===== config.mk =====
export PLATFORM = sky130hd
export DESIGN_NAME = plint_div
export DESIGN_NICKNAME = d
export VERILOG_FILES = /design/src/rtl/core/plint_pkg.sv /design/src/rtl/core/plint_div.sv
export SDC_FILE = /design/constraint.sdc
export NUM_CORES = 1
export LEC_CHECK = 0
export ABC_CLOCK_PERIOD_IN_PS = 3350
export BUFFER_PORTS_ARGS = -buffer_cell sky130_fd_sc_hd__buf_4
export CAP_MARGIN = 25
export CORE_MARGIN = 2
export CORE_UTILIZATION = 49
export CTS_CLUSTER_DIAMETER = 100
export DETAILED_ROUTE_END_ITERATION = 10
export MAX_ROUTING_LAYER = met4
export PLACE_DENSITY = 0.75
export SLEW_MARGIN = 20
export SYNTH_ARGS = -nofsm -noshare
export SYNTH_HDL_FRONTEND = slang
export SYNTH_SLANG_ARGS = --single-unit

===== constraint.sdc =====
create_clock -name i_clk -period 3.35 [get_ports i_clk]
set_clock_uncertainty 0.05 [all_clocks]
set_input_delay 0.67 -clock i_clk [delete_from_list [all_inputs] [get_ports i_clk]]
set_output_delay 0.67 -clock i_clk [all_outputs]
set_load 0.05 [all_outputs]

===== src/rtl/core/plint_pkg.sv =====
// ----------------------------------------------------------------------------
// plint_pkg
// Shared constants and types of the piecewise linear interpolator.
// ----------------------------------------------------------------------------
`default_nettype none

package plint_pkg;

    localparam int MAX_POINTS = 64;
    localparam int IDX_W      = (MAX_POINTS > 1) ? $clog2(MAX_POINTS) : 1;
    localparam int DATA_W     = 32;
    localparam int KI_W       = 6;
    localparam int PC_W       = 7;
    localparam int MS_W       = 31;
    localparam int EM_W       = 16;
    localparam int CFG_A_W    = 2;
    localparam int CFG_D_W    = 31;
    localparam int DIVD_W     = 64;

    localparam logic [CFG_A_W-1:0] CFG_POINT_COUNT = 2'd0;
    localparam logic [CFG_A_W-1:0] CFG_MAX_SLOPE   = 2'd1;
    localparam logic [CFG_A_W-1:0] CFG_END_MARGIN  = 2'd2;

    localparam logic REQ_LOAD  = 1'b0;
    localparam logic REQ_QUERY = 1'b1;

    typedef enum logic [3:0] {
        ST_IDLE,
        ST_SCAN,
        ST_PREP,
        ST_MUL,
        ST_DIVI_GO,
        ST_DIVI,
        ST_DIVS_GO,
        ST_DIVS,
        ST_DONE
    } t_state;

    typedef struct packed {
        logic              start;
        logic [DIVD_W-1:0] dividend;
        logic [DATA_W-1:0] divisor;
    } t_div_req;

endpackage

`default_nettype wire


===== src/rtl/core/plint_div.sv =====
// ----------------------------------------------------------------------------
// plint_div
// Restoring unsigned divider, one quotient bit per cycle.
// ----------------------------------------------------------------------------
`default_nettype none

module plint_div (
    input  wire logic                            i_clk,
    input  wire logic                            i_rst_n,
    input  wire plint_pkg::t_div_req             i_req,
    output logic [plint_pkg::DIVD_W-1:0]         o_quo,
    output logic                                 o_done
);

    localparam int CW = $clog2(plint_pkg::DIVD_W);

    logic                          r_busy;
    logic                          r_done;
    logic [CW-1:0]                 r_cnt;
    logic [plint_pkg::DATA_W-1:0]  r_rem;
    logic [plint_pkg::DATA_W-1:0]  r_dvs;
    logic [plint_pkg::DIVD_W-1:0]  r_quo;
    logic [plint_pkg::DATA_W:0]    w_sh;
    logic [plint_pkg::DATA_W:0]    w_diff;
    logic                          w_ge;

    assign w_sh   = {r_rem, r_quo[plint_pkg::DIVD_W-1]};
    assign w_ge   = w_sh >= {1'b0, r_dvs};
    assign w_diff = w_sh - {1'b0, r_dvs};

    always_ff @(posedge i_clk) begin
        if (!i_rst_n) begin
            r_busy <= 1'b0;
            r_done <= 1'b0;
            r_cnt  <= '0;
        end else begin
            r_done <= 1'b0;
            if (i_req.start) begin
                r_busy <= 1'b1;
                r_cnt  <= '0;
            end else if (r_busy) begin
                r_cnt <= r_cnt + 1'b1;
                if (r_cnt == CW'(plint_pkg::DIVD_W - 1)) begin
                    r_busy <= 1'b0;
                    r_done <= 1'b1;
                end
            end
        end
    end

    always_ff @(posedge i_clk) begin
        if (i_req.start) begin
            r_rem <= '0;
            r_quo <= i_req.dividend;
            r_dvs <= i_req.divisor;
        end else if (r_busy) begin
            r_rem <= w_ge ? w_diff[plint_pkg::DATA_W-1:0] : w_sh[plint_pkg::DATA_W-1:0];
            r_quo <= {r_quo[plint_pkg::DIVD_W-2:0], w_ge};
        end
    end

    assign o_quo  = r_quo;
    assign o_done = r_done;

endmodule

`default_nettype wire


==> metrics list, run 1 <==
* Number of buffers inserted during clock tree synthesis: 17
* Transition time at the pin with the least slew margin: 0.722 ns
* H-tree lvl count: 4
- GR met3 Demand/Resource: 8.22%
- Clock latency on the worst-skew pair: about 0.43 ns
* Total power draw: 5.25 mW
- Hold buffer count at cts: 0
- Largest net degree at the start of global routing: 65
- In the synthesized netlist the dominant register cell turns out to be edfxtp_1.
- Net count reported at finish: roughly 1000
- Area growth from synthesis to final layout: 25.5%
* Crit Path Max Fanout: 25
* Sequential cell area fraction in the yosys report: 47.9%
- When the netlist entered floorplanning its net count stood at 850.
- Share of final-layout standard cells stronger than drive strength 1: 33.6%
* Starting Density: 50.4%
- Power spread over the standard cell area amounts to 545 nW/um^2.
- The routed design has 20000 um of wire.
* RSZ-0062 raised after global routing: no
- At the worst endpoint, the arrival time is 3.24 ns.
- Estimated wirelength of the detail-placed design: 14400 um
- Final hold violations: 0
* CTS tree: yes
- Run status: finished clean
- The pre-antenna-repair detailed-routing pass consisted of 5 iterations.
- Measured against its own limit, the worst slew margin works out to 51.8%.
* Port Buf Inserts: 163
* Root Buffer: clkbuf_16
* FP Rows: 45
- STA classifies the critical path endpoint as a register.
- Average footprint of a synthesized cell: 10.7 um^2
* Final setup fails: 0
* Number of antenna violations at the first check in global routing: 0
- The die is 129 um tall.
* Post-synthesis cell area: 7680 um^2
- Clock-pin slew was measured on the worst setup and hold paths at 0.06 ns.
- Vias post-DR: 6208
- Overflow left after global routing: 0
* Maximum resistive drop on vdd: 0.000466 V
* Area inside the core boundary: 15300 um^2
* Kind of start point of the critical path: register
- Counting along the longest clock path gives a buffer depth of 2.
- The via count of the first global-routing pass is 6182.
- Antenna diode count: 0
- Final cycle utilization of the critical path: 88.6%
* Share of synthesized flip-flops with an asynchronous set or reset: 0%
* Worst hold-check path type: input port to register
- Leak: a little under 4 nW
- Number of setup buffers added after CTS: 0
- Synth cell types: 73
- The die covers about 17000 um^2.
* Met2 global-route usage: about 39%
- Count of pins over their slew limit: 0
- Antenna viol nets, final: 0
* Total Negative Setup Slacks: 0 ns
* Global Route met1 Usage: a little under a third
* Number of vias per cell: ~5.7
* Total of max-cap violations: 0
* Number of clock sinks: roughly 140
- 164 I/O pins were placed.
- Based on the critical path, the design can be clocked at up to 337 MHz.
- Gate Count Post-Synth: 717
- STA puts the critical path data required time at 3.62 ns.
- After global routing, the most crowded layer is met2.
- The Yosys step of the flow raised 0 warnings.
- Routability congestion estimate from global placement: just over 0.9
* Classification of the worst setup path: register to register
* Global-route wire length before repair: 31400 um
- Number of flops mapped to enable cells by yosys: 96
- In this run the horizontal extent of the chip is 129 um.
* Global-route total usage across every layer: 25.2%
- Resize count post-CTS: 0
- Dividing the detail-routed wire length by the instance count gives 18.3 um.
- Number of synthesized register bits: 136
* Violation count after the first detailed-routing iteration: 508
- Residual DRC count: 0
- Clock period minus final worst setup slack: between 2 and 3 ns
[cells in the mapped netlist (4+ instances only)]
cell / n / share of area (%)
mux2i_1: 4 / 0.52
nand2_1: 43 / 2.1
a21boi_0: 4 / 0.39
inv_1: 42 / 2.1
clkbuf_1: 23 / 1.1
xor2_1: 12 / 1.4
nand3_1: 31 / 2.0
dfxtp_1: 40 / 10
ha_1: 33 / 5.4
a21o_1: 12 / 1.2
or2_2: 4 / 0.33
a41oi_1: 4 / 0.46
nor2b_1: 4 / 0.33
mux2_2: 64 / 9.4
and3_1: 4 / 0.33
o21a_1: 6 / 0.59
buf_2: 12 / 0.78
or3_1: 4 / 0.33
a311oi_1: 21 / 2.4
nand2b_1: 4 / 0.33
o21bai_1: 6 / 0.59
o21ai_0: 22 / 1.4
nand4_1: 14 / 1.1
o22ai_1: 5 / 0.41
edfxtp_1: 96 / 38
nor3_1: 8 / 0.52
buf_6: 5 / 0.73
nor2_1: 56 / 2.7
xnor2_1: 16 / 1.8
a211oi_1: 5 / 0.49
a21oi_1: 33 / 2.1
o21ai_1: 18 / 1.2
[layer usage]
metal | vias to the layer above | routed length (um)
li1 | 2981 | -
met1 | 2945 | 8410
met3 | 25 | 1790
met5 | - | 0
met4 | 0 | 276
met2 | 257 | 9540
[report_power, final]
part | switching (mW) | leakage [nW] | internal (mW)
Sequential | 0.0841 | 1.28 | 1.98
Clock | 0.759 | 0.280 | 1.10
Combinational | 0.828 | 2.39 | 0.502
[logic make-up after synthesis]
logic type | after synthesis | share of synthesized area [%]
adder cells (fa/ha/maj) | 34 | 5.63
AO/OA/AOI/OAI | 176 | 16.3
XOR/XNOR | 28 | 3.19
multiplexers | 68 | 9.90
flip-flops | 136 | 47.9
AND/OR/NAND/NOR | 190 | 12.1
buffers and inverters | 85 | 4.93
[placed cells by master, fill, tap and decap left out, types with 18 or more instances in the layout]
cell type,netlist,final
nand3_1,31,31
dfxtp_1,40,40
o21ai_0,22,22
buf_4,2,175
edfxtp_1,96,96
o21ai_1,18,18
a21oi_1,33,33
a311oi_1,21,21
ha_1,33,33
inv_1,42,41
nor2_1,56,55
mux2_2,64,64
nand2_1,43,43
[state kept, by name, summed over array words and instances (netlist names)]
| signal | flops |
|---|---|
| r_rem | 32 |
| r_busy | 1 |
| o_done | 1 |
| r_dvs | 32 |
| r_cnt | 6 |
| o_quo | 64 |
[worst paths after layout]
| check | start | cells past startpoint | slack (ns) | endpoint |
|---|---|---|---|---|
| min reg2reg | r_cnt[5] | 2 | 0.44 | o_done |
| min | i_req[21] | 1 | 0.37 | r_dvs[21] |
| max reg2reg | r_dvs[8] | 10 | 0.38 | r_rem[12] |
| max | r_dvs[8] | 10 | 0.38 | r_rem[12] |
[critical path: stages, from the launching register on]
cell,delay (ns)
edfxtp_1,0.32
inv_1,0.04
ha_1,0.45
nand4_1,0.22
nor4_2,0.44
a21oi_1,0.11
o21ai_1,0.09
a221o_1,0.24
o21a_4,0.35
nor2_1,0.18
a2111oi_1,0.36
[final cells by class]
cell class | count | area, um^2
repair buffers | 176 | 1330
fillers | 1237 | 5620
inverters | 42 | 158
flip-flops and latches | 136 | 3680
multi-input cells | 496 | 3620
clock inverters | 13 | 145
clock buffers | 19 | 433
well taps | 211 | 264
[stage by stage]
| step | cells | setup WS (ns) | instance area, um^2 | util [%] | hold WS, ns |
|---|---|---|---|---|---|
| 2_1_floorplan | 717 | 0.543 | 7680 | - | 0.395 |
| 3_3_place_gp | 1061 | 0.438 | 9060 | 59.4 | 0.420 |
| 3_5_place_dp | 1061 | 0.392 | 9060 | 59.4 | 0.420 |
| 5_1_grt | 1093 | 0.118 | 9640 | 63.2 | 0.348 |
| 6_report | 1093 | 0.381 | 9640 | 63.2 | 0.367 |
| 4_1_cts | 1093 | 0.365 | 9640 | 63.2 | 0.350 |
Note: power is estimated with default switching activity, not from simulation.
==> inputs of run 2 (changes only) <==
--- a/config.mk
+++ b/config.mk
@@ -5,7 +5,7 @@
 export SDC_FILE = /design/constraint.sdc
 export NUM_CORES = 1
 export LEC_CHECK = 0
-export ABC_CLOCK_PERIOD_IN_PS = 3350
+export ABC_CLOCK_PERIOD_IN_PS = 3320
 export BUFFER_PORTS_ARGS = -buffer_cell sky130_fd_sc_hd__buf_4
 export CAP_MARGIN = 25
 export CORE_MARGIN = 2
==> constraint.sdc (replaced) <==
create_clock -name i_clk -period 3.32 [get_ports i_clk]
set_clock_uncertainty 0.05 [all_clocks]
set_input_delay 0.664 -clock i_clk [delete_from_list [all_inputs] [get_ports i_clk]]
set_output_delay 0.664 -clock i_clk [all_outputs]
set_load 0.05 [all_outputs]
==> metrics list, run 2 (synthesis results as in run 1) <==
- Estimated wirelength of the detail-placed design: 14000 um
* Clock slew at the register clock pins of the worst setup and hold paths: 0.06 ns
- Leak: 3.97 nW
* Count of pins over their slew limit: 0
- In this run the deepest clock path goes through 2 buffers.
- Maximum resistive drop on vdd: 0.000471 V
* Max-slew headroom: about three fifths
- Violation count after the first detailed-routing iteration: 502
- The cell sitting at the root of the clock tree is a clkbuf_16.
- Peak Freq: 344 MHz
* Top-level port count: 164
- Resize count post-CTS: 0
- Classification of the worst setup path: register to register
- The pre-antenna-repair detailed-routing pass consisted of 5 iterations.
* Port Buf Inserts: approximately 160
- The clock reaches the later pin of the worst-skew pair after 0.42 ns.
- Number of buffers inserted during clock tree synthesis: 17
- In this run the power density over the cells is 553 nW/um^2.
- CTS tree: yes
- Required time of the worst setup path: 3.58 ns
* Kind of capture point of the worst setup path: register
* Core Util, Final: 63.4%
- The net count of the finished layout is about 1000.
* Routed wire length: slightly below 20000 um
* Final hold violations: 0
- Dividing the final minimum period by the clock period gives between 80% and 90%.
* Number of setup buffers added after CTS: 0
* Run status: finished clean
* Starting Density: 50.4%
* Number of vias per cell: 5.62
- RSZ-0062 raised after global routing: no
* Height of the chip: around 130 um
- Leaving out fill and tap cells, the most frequent cell in the layout is buf_4.
- Crit Path Max Fanout: 25
- The register with the most flip-flops in the layout has 64 of them.
- The via count of the first global-routing pass came to 6231.
- Total of max-cap violations: 0
- After detailed routing, the number of remaining DRC violations is 0.
* Number of clock sinks: about 140
- The min-delay analysis places its worst path in the category input port to register.
* Vias post-DR: 6139
- The floorplan step defined a die boundary enclosing 16700 um^2.
- Leaving out fill and tap cells, the most frequent cells in the layout are buf_4, edfxtp_1, mux2_2.
- After layout, the minimum clock period comes to 2.91 ns.
- After detailed routing, the average wire length per cell comes to 17.8 um.
- 0 antenna diodes ended up in the layout.
- Overflow left after global routing: 0
- Row generation in the floorplan step produced 45 rows.
* Area inside the core boundary: 15300 um^2
- In this run the remaining antenna-violating nets after routing total 0.
* Die W: 129 um
* Global-route total usage across every layer: between 20% and 30%
- Share of final-layout standard cells stronger than drive strength 1: 33.4%
- At the end of routability-driven placement, the weighted congestion stood at 0.953.
- Adding up every negative setup slack in the final design gives 0 ns.
* Largest net degree at the start of global routing: 65
- Compared with the post-synthesis result, the final layout area differs by 26.0%.
* Kind of start point of the critical path: register
* Transition time at the pin with the least slew margin: around 0.62 ns
- Number of antenna violations at the first check in global routing: 0
* H-tree lvl count: 4
- Data arrives at the worst endpoint at 3.17 ns.
- Setup violations remaining at the end of the flow were counted as 0.
* Global-route wire length before repair: 30900 um
- For this design, the CTS-stage hold fixing added 0 buffers.
-- run 2: through the flow --
stage / power [mW] / instance area (um^2) / hold WS, ns / worst slack, ns / cells
after floorplan: 3.04 / 7680 / 0.395 / 0.513 / 717
after global placement: 3.43 / 9070 / 0.418 / 0.435 / 1061
after detailed placement: 3.44 / 9070 / 0.420 / 0.435 / 1061
after CTS: 5.39 / 9680 / 0.347 / 0.424 / 1093
after global routing: 5.58 / 9680 / 0.343 / 0.192 / 1093
final: 5.35 / 9680 / 0.365 / 0.414 / 1093
-- run 2: power by group --
| part | leakage [nW] | switching [mW] | internal (mW) |
|---|---|---|---|
| combinational | 2.40 | 0.831 | 0.509 |
| clock | 0.286 | 0.747 | 1.19 |
| sequential | 1.28 | 0.0846 | 1.99 |
-- run 2: layout make-up --
| class | instances | area, um^2 |
|---|---|---|
| fillers | 1255 | 5580 |
| multi-input cells | 496 | 3620 |
| clock inverters | 13 | 170 |
| repair buffers | 176 | 1350 |
| flip-flops and latches | 136 | 3680 |
| well taps | 211 | 264 |
| clock buffers | 19 | 433 |
| inverters | 42 | 158 |
-- run 2: worst paths after layout --
kind,startpoint,to,slack [ns],cells past startpoint
worst max-delay path,r_dvs[8],r_rem[12],0.41,10
worst min-delay path,i_req[4],r_dvs[4],0.37,1
worst max register to register,r_dvs[8],r_rem[12],0.41,10
worst min register to register,r_cnt[5],o_done,0.43,2
-- run 2: critical path, stage by stage, from the launching register on --
cell and delay (ns):
edfxtp_1 0.32, inv_1 0.04, ha_1 0.44, nand4_1 0.22
nor4_2 0.42, a21oi_1 0.10, o21ai_1 0.09, a221o_1 0.24
o21a_4 0.36, nor2_1 0.16, a2111oi_1 0.34
-- run 2: per-layer routing --
metal / track usage [%] / up-vias / share of wire [%]
li1: - / 2983 / -
met1: 30.6 / 2909 / 42
met2: 38.4 / 218 / 47
met3: 7.76 / 29 / 8.3
met4: 8.44 / 0 / 2.1
met5: - / - / 0
==> inputs of run 3 (changes only) <==
--- a/config.mk
+++ b/config.mk
@@ -13,7 +13,7 @@
 export CTS_CLUSTER_DIAMETER = 100
 export DETAILED_ROUTE_END_ITERATION = 10
 export MAX_ROUTING_LAYER = met4
-export PLACE_DENSITY = 0.75
+export PLACE_DENSITY = 0.78
 export SLEW_MARGIN = 20
 export SYNTH_ARGS = -nofsm -noshare
 export SYNTH_HDL_FRONTEND = slang
==> metrics list, run 3 (synthesis results as in run 1) <==
- Count of pins over their slew limit: 0
- After detailed routing, the number of vias per cell comes to 5.70.
* Residual DRC count: 0
- Timing would allow up to around 340 MHz.
- Buffer depth of the longest clock path: 2
- Power per unit of standard cell area: approximately 540 nW/um^2
- Number of clock sinks: 136
- Most frequent standard cell in the layout excluding fill and tap cells: buf_4
* Final cycle utilization of the critical path: 88.6%
* Via count of the first global-routing pass: 6226
* Worst hold-check path type: input port to register
* Detailed-routing iteration count for the pre-antenna-repair pass: 5
- At the worst endpoint, the required time is 3.58 ns.
- Total Negative Setup Slacks: 0 ns
- Antenna viol nets, final: 0
- The tree is rooted in a clkbuf_16.
- The final hold violation count is 0.
- Number of buffers inserted during clock tree synthesis: 17
- Internal reg-to-reg setup slack: around 0.38 ns
- Top-level port count: 164
- Setup repair after global routing left no endpoint under its margin.
- Routability-driven placement finished with a final weighted congestion of 0.975.
- Register share of total power: 39.7%
- CTS tree: yes
* Worst path buffer plus inverter count: 1
* Final setup fails: 0
- Data arrival time at the worst-slack endpoint: between 3 and 4 ns
- Leaving out fill and tap cells, the most frequent cells in the layout are buf_4, edfxtp_1, mux2_2.
* Share of final-layout standard cells stronger than drive strength 1: 33.6%
- Largest delay contributor family on the critical path: compound AO/OA/AOI/OAI gates
* Crit Path Max Fanout: 25
- The first global-routing pass estimated 31600 um of wire.
* Max-slew headroom: 31.2%
- Relative contribution of combinational cells to total power: 25.5%
- Cell with the largest stage delay on the worst path: ha_1
- For the pin with the worst max-slew slack, the measured transition is 1.03 ns.
* Vias post-DR: 6221
- The total area inside the core boundary comes to 15300 um^2.
* Total of max-cap violations: 0
- In this run the horizontal extent of the chip is between 100 and 150 um.
- Switching Fraction: 32.4%
- Design Area, Final: 9630 um^2
- The internal portion of the total power is 3.54 mW.
- The floorplan step defined a die boundary enclosing 16700 um^2.
- For the worst-skew pair, the clock arrives at the later sink with an insertion delay of 0.43 ns.
* Maximum resistive drop on vdd: 0.000483 V
* Clock slew at the register clock pins of the worst setup and hold paths: 0.07 ns
* Leak: just under 4 nW
- The register with the most flip-flops in the layout has 64 of them.
* H-tree lvl count: 4
- The run finished with clean final reports.
* Starting Density: 50.4%
- Summed over all nets, the half-perimeter wirelength after detailed placement is about 15000 um.
- The initial antenna violation count is 1.
- Summed over all layers, the global routing overflow is 0.
* FP Rows: 45
* Kind of capture point of the worst setup path: register
* Height of the chip: 129 um
* Classification of the worst setup path: register to register
- Entering global routing, the biggest net connects 65 pins.
- Gates resized during post-CTS repair numbered 0.
- Critical path's largest stage delay: approximately 0.45 ns
* Routed wire length per instance: 18.4 um
- Switch Pwr: ~1.7 mW
- In the final design database the tool counted 1000 nets.
* Hold buffer count at cts: 0
- Kind of start point of the critical path: register
* Post-place instance area: 9060 um^2
- Clock period minus final worst setup slack: 2.94 ns
* Number of setup buffers added after CTS: 0
* Port Buf Inserts: 163
- Clk network pwr share: 34.8%
- Routed wire length: about 20000 um
* Worst path cell trace: inv_1, ha_1, nand4_1, nor4_2, a21oi_1, o21ai_1, a221o_1, o21a_4, nor2_1, a2111oi_1
* Global-route total usage across every layer: 25.4%
* Violation count after the first detailed-routing iteration: a little over 600
* Area growth from synthesis to final layout: 25.3%
## run 3: cell types whose count changed in the layout (fill, tap and decap cells not counted), sizes merged, moves of 2 or more
cell / delta
buf: -2
bufinv: -2
clkbuf: -2
clkinv: -2
inv: +5
## run 3: power groups by stage
stage | Sequential (mW) | Clock, mW | Combinational (mW)
2_1_floorplan | 2.38 | 0 | 0.657
3_3_place_gp | 2.11 | 0 | 1.32
3_5_place_dp | 2.11 | 0 | 1.33
4_1_cts | 2.08 | 1.85 | 1.33
5_1_grt | 2.10 | 1.91 | 1.44
6_report | 2.08 | 1.82 | 1.34
## run 3: through the flow
step / total power [mW] / std cells / hold WS [ns] / setup WS (ns) / utilization (%)
floorplan: 3.04 / 717 / 0.395 / 0.513 / -
global placement: 3.43 / 1059 / 0.423 / 0.465 / 59.4
detailed placement: 3.44 / 1059 / 0.427 / 0.405 / 59.4
CTS: 5.27 / 1091 / 0.344 / 0.380 / 63.1
global route: 5.45 / 1092 / 0.343 / 0.153 / 63.1
finish: 5.24 / 1092 / 0.355 / 0.377 / 63.1
## run 3: worst paths after layout
| kind | startpoint | to | depth (start not counted) |
|---|---|---|---|
| max | r_dvs[8] | r_rem[12] | 10 |
| min | i_req[23] | r_dvs[23] | 1 |
| max reg2reg | r_dvs[8] | r_rem[12] | 10 |
| min reg2reg | r_cnt[5] | o_done | 2 |
## run 3: routing by layer
metal / global-route usage, % / wire length [um] / part of all wire (%)
met1: 30.2 / 8200 / 41
met2: 40.0 / 9660 / 48
met5: - / 0 / 0
met4: 10.8 / 603 / 3.0
met3: 7.84 / 1640 / 8.2
## run 3: cell type report
cell class | count | area [um^2]
Multi-Input combinational cell | 496 | 3620
Fill cell | 1216 | 5630
Timing Repair Buffer | 174 | 1330
Antenna cell | 1 | 2.50
Tap cell | 211 | 264
Clock buffer | 17 | 425
Clock inverter | 15 | 140
Inverter | 42 | 158
Sequential cell | 136 | 3680
